[src/rtl/vtpdf_pkg.sv]
// Package: constants, types and position helpers for the VLAN TCP port drop filter.
`default_nettype none
package vtpdf_pkg;

  localparam logic [15:0] TYPE_VLAN     = 16'h8100;
  localparam logic [15:0] TYPE_IPV4     = 16'h0800;
  localparam logic [7:0]  PROTO_TCP     = 8'd6;
  localparam logic [15:0] DROP_PORT_RST = 16'd443;

  localparam logic [7:0] POS_TYPE_HI  = 8'd12;
  localparam logic [7:0] POS_TYPE_LO  = 8'd13;
  localparam logic [7:0] POS_INNER_HI = 8'd16;
  localparam logic [7:0] POS_INNER_LO = 8'd17;
  localparam logic [7:0] IP_START_UNTAGGED = 8'd14;
  localparam logic [7:0] IP_START_TAGGED   = 8'd18;
  localparam logic [7:0] OFS_IP_PROTO  = 8'd9;
  localparam logic [7:0] OFS_TCP_DPORT = 8'd2;
  localparam logic [7:0] OFS_TCP_DOFF  = 8'd12;
  localparam logic [3:0] MIN_HDR_WORDS = 4'd5;
  localparam logic [7:0] POS_MAX       = 8'd255;
  localparam logic [8:0] MIN_FRAME_LEN = 9'd14;

  typedef struct packed {
    logic [7:0]  byte_pos;
    logic [15:0] outer_type;
    logic        is_vlan;
    logic [15:0] inner_type;
    logic [3:0]  ip_words;
    logic [7:0]  ip_proto;
    logic [15:0] tcp_dport;
    logic [3:0]  tcp_words;
  } frame_t;

  typedef struct packed {
    logic done;
    logic drop;
  } verdict_t;

  function automatic logic [7:0] words_to_bytes(input logic [3:0] words);
    return {2'b00, words, 2'b00};
  endfunction

endpackage
`default_nettype wire

[src/rtl/vtpdf_if.sv]
// Interfaces: byte input channel and verdict output channel.
`default_nettype none
interface vtpdf_in_if;
  logic       valid;
  logic       ready;
  logic [7:0] data_byte;
  logic       last_byte;

  modport source (output valid, output data_byte, output last_byte, input ready);
  modport sink   (input valid, input data_byte, input last_byte, output ready);
endinterface

interface vtpdf_out_if;
  logic valid;
  logic ready;
  logic drop;

  modport source (output valid, output drop, input ready);
  modport sink   (input valid, input drop, output ready);
endinterface
`default_nettype wire

[src/rtl/vtpdf_parser.sv]
// Header parser: per-frame field capture and end-of-frame verdict.
`default_nettype none
module vtpdf_parser (
  input  wire logic              clk,
  input  wire logic              rst_n,
  input  wire logic              beat_en,
  input  wire logic [7:0]        data_byte,
  input  wire logic              last_byte,
  input  wire logic [15:0]       drop_port,
  output vtpdf_pkg::verdict_t    verdict
);

  vtpdf_pkg::frame_t frame_r;
  vtpdf_pkg::frame_t frame_nxt;
  vtpdf_pkg::frame_t cap;

  logic [7:0] pos;
  logic [7:0] ip_start;
  logic [7:0] tcp_start;
  logic [7:0] cap_ip_start;
  logic [7:0] cap_tcp_start;
  logic [7:0] cap_tcp_end;
  logic [8:0] frame_len;
  logic       drop_ok;

  assign pos       = frame_r.byte_pos;
  assign ip_start  = frame_r.is_vlan ? vtpdf_pkg::IP_START_TAGGED
                                     : vtpdf_pkg::IP_START_UNTAGGED;
  assign tcp_start = ip_start + vtpdf_pkg::words_to_bytes(frame_r.ip_words);

  always_comb begin
    cap = frame_r;
    if (pos == vtpdf_pkg::POS_TYPE_HI) begin
      cap.outer_type[15:8] = data_byte;
    end else if (pos == vtpdf_pkg::POS_TYPE_LO) begin
      cap.outer_type[7:0] = data_byte;
      cap.is_vlan = ({frame_r.outer_type[15:8], data_byte} == vtpdf_pkg::TYPE_VLAN);
    end else if (frame_r.is_vlan && pos == vtpdf_pkg::POS_INNER_HI) begin
      cap.inner_type[15:8] = data_byte;
    end else if (frame_r.is_vlan && pos == vtpdf_pkg::POS_INNER_LO) begin
      cap.inner_type[7:0] = data_byte;
    end

    if (pos >= vtpdf_pkg::IP_START_UNTAGGED) begin
      if (pos == ip_start) begin
        cap.ip_words = data_byte[3:0];
      end else if (pos == ip_start + vtpdf_pkg::OFS_IP_PROTO) begin
        cap.ip_proto = data_byte;
      end
      if (frame_r.ip_words >= vtpdf_pkg::MIN_HDR_WORDS && pos > ip_start) begin
        if (pos == tcp_start + vtpdf_pkg::OFS_TCP_DPORT) begin
          cap.tcp_dport[15:8] = data_byte;
        end else if (pos == tcp_start + vtpdf_pkg::OFS_TCP_DPORT + 8'd1) begin
          cap.tcp_dport[7:0] = data_byte;
        end else if (pos == tcp_start + vtpdf_pkg::OFS_TCP_DOFF) begin
          cap.tcp_words = data_byte[7:4];
        end
      end
    end
  end

  // verdict on the captured fields, frame length includes this beat
  assign frame_len     = {1'b0, pos} + 9'd1;
  assign cap_ip_start  = (cap.outer_type == vtpdf_pkg::TYPE_VLAN)
                         ? vtpdf_pkg::IP_START_TAGGED : vtpdf_pkg::IP_START_UNTAGGED;
  assign cap_tcp_start = cap_ip_start + vtpdf_pkg::words_to_bytes(cap.ip_words);
  assign cap_tcp_end   = cap_tcp_start + vtpdf_pkg::words_to_bytes(cap.tcp_words);

  always_comb begin
    drop_ok = 1'b1;
    if (frame_len < vtpdf_pkg::MIN_FRAME_LEN) begin
      drop_ok = 1'b0;
    end else if (cap.outer_type == vtpdf_pkg::TYPE_VLAN) begin
      if (frame_len < {1'b0, vtpdf_pkg::IP_START_TAGGED} ||
          cap.inner_type != vtpdf_pkg::TYPE_IPV4) begin
        drop_ok = 1'b0;
      end
    end else if (cap.outer_type != vtpdf_pkg::TYPE_IPV4) begin
      drop_ok = 1'b0;
    end
    if (cap.ip_words < vtpdf_pkg::MIN_HDR_WORDS ||
        {1'b0, cap_tcp_start} > frame_len ||
        cap.ip_proto != vtpdf_pkg::PROTO_TCP ||
        cap.tcp_words < vtpdf_pkg::MIN_HDR_WORDS ||
        {1'b0, cap_tcp_end} > frame_len ||
        cap.tcp_dport != drop_port) begin
      drop_ok = 1'b0;
    end
  end

  assign verdict.done = beat_en && last_byte;
  assign verdict.drop = drop_ok;

  always_comb begin
    frame_nxt = frame_r;
    if (beat_en) begin
      if (last_byte) begin
        frame_nxt = '0;
      end else begin
        frame_nxt = cap;
        if (pos != vtpdf_pkg::POS_MAX) begin
          frame_nxt.byte_pos = pos + 8'd1;
        end
      end
    end
  end

  always_ff @(posedge clk) begin
    if (!rst_n) begin
      frame_r <= '0;
    end else begin
      frame_r <= frame_nxt;
    end
  end

endmodule
`default_nettype wire

[src/rtl/vlan_tcp_port_drop_filter.sv]
// Top level: VLAN-aware IPv4 TCP destination port drop filter.
//
//   channel  dir  payload                  beat meaning
//   in_bus   in   data_byte[7:0] last_byte one frame byte, wire order
//   out_bus  out  drop                     one verdict per frame
//   cfg_*    in   cfg_wdata[15:0]          drop_port write
//
// One byte per cycle; the verdict is registered and shows the cycle after the last byte.
// in_bus.ready drops only while a verdict waits on a stalled out_bus.
// Synchronous active-low reset clears frame state; drop_port resets to 443.
`default_nettype none
module vlan_tcp_port_drop_filter (
  input  wire logic        clk,
  input  wire logic        rst_n,
  vtpdf_in_if.sink         in_bus,
  vtpdf_out_if.source      out_bus,
  input  wire logic        cfg_we,
  input  wire logic [15:0] cfg_wdata
);

  logic [15:0]         drop_port_r;
  logic                out_valid_r;
  logic                out_drop_r;
  logic                beat_en;
  vtpdf_pkg::verdict_t verdict;

  assign in_bus.ready = !out_valid_r || out_bus.ready;
  assign beat_en      = in_bus.valid && in_bus.ready;

  vtpdf_parser u_parser (
    .clk       (clk),
    .rst_n     (rst_n),
    .beat_en   (beat_en),
    .data_byte (in_bus.data_byte),
    .last_byte (in_bus.last_byte),
    .drop_port (drop_port_r),
    .verdict   (verdict)
  );

  always_ff @(posedge clk) begin
    if (!rst_n) begin
      drop_port_r <= vtpdf_pkg::DROP_PORT_RST;
    end else if (cfg_we) begin
      drop_port_r <= cfg_wdata;
    end
  end

  always_ff @(posedge clk) begin
    if (!rst_n) begin
      out_valid_r <= 1'b0;
    end else if (verdict.done) begin
      out_valid_r <= 1'b1;
    end else if (out_bus.ready) begin
      out_valid_r <= 1'b0;
    end
  end

  always_ff @(posedge clk) begin
    if (verdict.done) begin
      out_drop_r <= verdict.drop;
    end
  end

  assign out_bus.valid = out_valid_r;
  assign out_bus.drop  = out_drop_r;

endmodule
`default_nettype wire

[src/flat_wrapper.sv]
// flat-port wrapper written by rule: the top's interface ports become plain ports
module vlan_tcp_port_drop_filter_flat 
  (clk, rst_n, cfg_we, cfg_wdata, in_bus_valid, in_bus_data_byte, in_bus_last_byte, in_bus_ready, out_bus_valid, out_bus_drop, out_bus_ready);
  vtpdf_in_if in_bus_i ();
  vtpdf_out_if out_bus_i ();
  input  wire logic clk;
  input  wire logic rst_n;
  input  wire logic cfg_we;
  input  wire logic [15:0] cfg_wdata;
  input wire logic [$bits(in_bus_i.valid)-1:0] in_bus_valid;
  input wire logic [$bits(in_bus_i.data_byte)-1:0] in_bus_data_byte;
  input wire logic [$bits(in_bus_i.last_byte)-1:0] in_bus_last_byte;
  output wire logic [$bits(in_bus_i.ready)-1:0] in_bus_ready;
  output wire logic [$bits(out_bus_i.valid)-1:0] out_bus_valid;
  output wire logic [$bits(out_bus_i.drop)-1:0] out_bus_drop;
  input wire logic [$bits(out_bus_i.ready)-1:0] out_bus_ready;
  assign in_bus_i.valid = in_bus_valid;
  assign in_bus_i.data_byte = in_bus_data_byte;
  assign in_bus_i.last_byte = in_bus_last_byte;
  assign in_bus_ready = in_bus_i.ready;
  assign out_bus_valid = out_bus_i.valid;
  assign out_bus_drop = out_bus_i.drop;
  assign out_bus_i.ready = out_bus_ready;
  vlan_tcp_port_drop_filter u_core (.clk(clk), .rst_n(rst_n), .in_bus(in_bus_i), .out_bus(out_bus_i), .cfg_we(cfg_we), .cfg_wdata(cfg_wdata));
endmodule
[config.mk]
export PLATFORM = sky130hd
export DESIGN_NAME = vlan_tcp_port_drop_filter_flat
export DESIGN_NICKNAME = d
export VERILOG_FILES = /design/src/rtl/vtpdf_pkg.sv /design/src/rtl/vtpdf_if.sv /design/src/rtl/vtpdf_parser.sv /design/src/rtl/vlan_tcp_port_drop_filter.sv /design/src/flat_wrapper.sv
export SDC_FILE = /design/constraint.sdc
export NUM_CORES = 1
export LEC_CHECK = 0
export ABC_AREA = 1
export BUFFER_PORTS_ARGS = -buffer_cell sky130_fd_sc_hd__buf_2
export CELL_PAD_IN_SITES_DETAIL_PLACEMENT = 2
export CELL_PAD_IN_SITES_GLOBAL_PLACEMENT = 2
export CORE_MARGIN = 4
export CORE_UTILIZATION = 25
export CTS_CLUSTER_SIZE = 16
export DETAILED_ROUTE_END_ITERATION = 6
export GPL_TIMING_DRIVEN = 0
export PLACE_DENSITY_LB_ADDON = 0.2
export RECOVER_POWER = 25
export REMOVE_ABC_BUFFERS = 1
export SLEW_MARGIN = 15
export SYNTH_ARGS = -nofsm -noshare
export SYNTH_HDL_FRONTEND = slang
export SYNTH_SLANG_ARGS = --single-unit
[constraint.sdc]
create_clock -name clk -period 15 [get_ports clk]
set_input_delay 3 -clock clk [delete_from_list [all_inputs] [get_ports clk]]
set_output_delay 3 -clock clk [all_outputs]
set_load 0.02 [all_outputs]
==> impl_metrics.env <==
export IMPL_fmax_ghz=0.1315
export IMPL_fin_skew_ns=0.01003
export IMPL_synth_warnings=0
export IMPL_io_pins=33
export IMPL_ys_async_sr_fraction=0
export IMPL_failed_checks="max-capacitance violations, max-slew violations"
export IMPL_h_tree_depth=3
export IMPL_place_hpwl_um=17550
export IMPL_coreArea_um2=25110
export IMPL_synth_compound_area_frac=0.1355
export IMPL_swShare=0.2838
export IMPL_yosysMostFrequentCell="nand2_1"
export IMPL_die_h_um=167.4
export IMPL_clkTransAtPathRegs_ns=0.07
export IMPL_endpoint_kind="register"
export IMPL_ys_ff_latch=91
export IMPL_synthCells=1012
export IMPL_synth_top_area_share=0.2836
export IMPL_synth_top_family_by_area="simple AND/OR/NAND/NOR gates"
export IMPL_wl_per_cell_um=17.44
export IMPL_rsz0062_at_grt="no"
export IMPL_power_total_uw=515.4
export IMPL_grt_usage=0.1722
export IMPL_cts_setup_buffers=0
export IMPL_max_cap_viol_count=2
export IMPL_internal_power_uw=369.1
export IMPL_die_area_um2=28020
export IMPL_worst_hold_slack_ns=0.4681
export IMPL_pwr_density_cell_nw_per_um2=73.19
export IMPL_numCtsBuffers=9
export IMPL_synthAdderAreaFrac=0.07051
export IMPL_ys_top_cells_by_count="nand2_1, inv_1, nand3_1"
export IMPL_grt_ovfl_total=0
export IMPL_cp_max_fo=52
export IMPL_min_to="u_core.u_parser.frame_r[32]"
export IMPL_power_net_switching_uw=146.3
export IMPL_syn_to_final_growth_pct=10.85
export IMPL_synth_xor_area_frac=0.01379
export IMPL_synth_seq_area_share=0.2884
export IMPL_hold_viol=0
export IMPL_cp_required_ns=15.30
export IMPL_r2r_start="u_core.u_parser.frame_r[48]"
export IMPL_r2r_worst_path_cells=31
export IMPL_antenna_cells=0
export IMPL_fin_crit_ns=7.605
export IMPL_hold_class="reg -> reg"
export IMPL_whs_path_depth=2
export IMPL_cts_tree="done"
export IMPL_crit_type="in -> reg"
export IMPL_nNetsFinal=1084
export IMPL_synth_edf_count=1
export IMPL_synthFlopType="dfxtp_1"
export IMPL_synth_simple_area_share=0.3876
export IMPL_routed_wl_um=23630
export IMPL_crit_path_top_delay_cell="nor2_1"
export IMPL_worstSkewPairLatency_ns=0.36
export IMPL_yosysTopAreaCell="dfxtp_1"
export IMPL_pwr_share_comb=0.085
export IMPL_fillCellCount=3140
export IMPL_cts_sinks=91
export IMPL_peakVddDrop_mv=0.05694
export IMPL_grt_pass1_wl_um=38500
export IMPL_drt_first_pass_iters=4
export IMPL_netlist_area_um2=6352
export IMPL_start_util=0.2530
export IMPL_syn_area_per_cell_um2=6.277
export IMPL_drtIter0Drc=274
export IMPL_die_w_um=167.4
export IMPL_numPortBuffers=32
export IMPL_synth_area_top_cells="dfxtp_1, nand2_1, nand3_1"
export IMPL_drive_above_1_share=0.09073
export IMPL_grt_max_degree=63
export IMPL_gp_congestion=0.7882
export IMPL_vias_per_cell=4.823
export IMPL_clock_root_buffer="clkbuf_16"
export IMPL_seqPwrFrac=0.481
export IMPL_synth_cell_types=43
export IMPL_vias=6535
export IMPL_leakagePower_nw=3.045
export IMPL_setup_viol=0
export IMPL_min_from="u_core.u_parser.frame_r[32]"
export IMPL_cp_data_arrival_time_ns=7.90
export IMPL_synthMuxAreaShare=0
export IMPL_slew_headroom=-0.3645
export IMPL_path_cells="buf_2 > nor2_1 > inv_1 > nand2_1 > nor2_1 > buf_12 > inv_1 > nor2_1 > inv_1 > o22ai_1 > inv_1 > nor2_1"
export IMPL_timing_final_crit_share=0.5070
export IMPL_clock_path_buffers=2
export IMPL_critPathLaunchType="primary input"
export IMPL_num_rows=58
export IMPL_finalSetupTns_ns=0
export IMPL_drc=0
export IMPL_grt_pass1_vias=6987
export IMPL_r2r_setup_slack_ns=9.02
export IMPL_cts_hold_buf=0
export IMPL_drv_slew=74
export IMPL_post_cts_resized=0
export IMPL_reg2reg_to="u_core.out_bus.drop"
export IMPL_tightest_slew_ns=2.042
export IMPL_p_clk_frac=0.434
export IMPL_status="finished with violations"
export IMPL_ant_nets=0
export IMPL_crit_path_max_incr_delay_ns=1.82
export IMPL_grt_antenna_before_repair=0
## layout make-up
cell class,instances,area (um2),area share
Tap cell,330,412.9,0.05864
Clock inverter,5,36.28,0.005153
Inverter,124,466.7,0.06628
Multi-Input combinational cell,760,3859,0.5480
Clock buffer,11,232.7,0.03305
Timing Repair Buffer,34,202.7,0.02878
Sequential cell,91,1832,0.2601
## per-stage QoR
stage | util | std cells | area (um2) | setup WS (ns)
finish | 0.2804 | 1355 | 7042 | 7.395
global route | 0.2804 | 1355 | 7042 | 6.780
CTS | 0.2813 | 1355 | 7063 | 7.471
detailed placement | 0.2706 | 1339 | 6794 | 7.168
global placement | 0.2680 | 1337 | 6729 | 4.446
floorplan | - | 975 | 6156 | 8.056
## worst max-delay path by stage
stage / startpoint / end / cells past startpoint
6_report: out_bus_ready / u_core.u_parser.pos[4] / 12
5_1_grt: out_bus_ready / u_core.u_parser.pos[4] / 12
2_1_floorplan: out_bus_ready / u_core.u_parser.pos[3] / 10
4_1_cts: in_bus_data_byte[2] / u_core.out_bus.drop / 31
3_3_place_gp: out_bus_ready / u_core.u_parser.pos[4] / 11
3_5_place_dp: in_bus_data_byte[2] / u_core.out_bus.drop / 31
## sequential cells by signal (all words and copies together) (netlist names)
register / cells
u_core.u_parser.pos: 8
u_core.out_bus.drop: 1
u_core.drop_port_r: 16
u_core.u_parser.frame_r: 65
u_core.out_bus.valid: 1
## power groups by stage
stage               registers, mW  logic (mW)  clock network [mW]
detailed placement          0.254      0.0456                   0
global route                0.248      0.0491               0.241
global placement            0.253      0.0430                   0
finish                      0.248      0.0436               0.224
floorplan                   0.253      0.0204                   0
CTS                         0.248      0.0458               0.232
## logic make-up after synthesis
| kind of cell | Yosys count |
|---|---|
| buf+inv | 161 |
| simple gates | 556 |
| compound gates | 160 |
| fa+ha+maj | 34 |
| xor+xnor | 10 |
| flops | 91 |
## per-layer routing
| layer | GRT usage | routed length [um] | vias to the layer above |
|---|---|---|---|
| met5 | 0 | 0 | - |
| li1 | - | - | 3294 |
| met1 | 0.2253 | 11270 | 3171 |
| met2 | 0.3078 | 11580 | 55 |
| met3 | 0.01865 | 533 | 15 |
| met4 | 0.03423 | 249 | 0 |
## cells in the final DEF, fill, tap and decap left out, types with 9 or more instances in the layout
master,n
buf_2,28
or2_2,9
o21ai_0,41
nor2_2,9
nand2_2,9
nor2_1,79
a21oi_1,75
nand2_1,309
o21ai_1,13
ha_1,31
o22ai_1,17
nand4_1,23
clkbuf_16,9
inv_1,114
nand3_1,91
dfxtp_1,90
## worst max-delay path, delay by kind of cell
| family | cells | cell delay [ns] |
|---|---|---|
| simple gates | 5 | 3.61 |
| buf+inv | 6 | 1.05 |
| compound gates | 1 | 0.20 |
(Power assumes the default switching activity.)
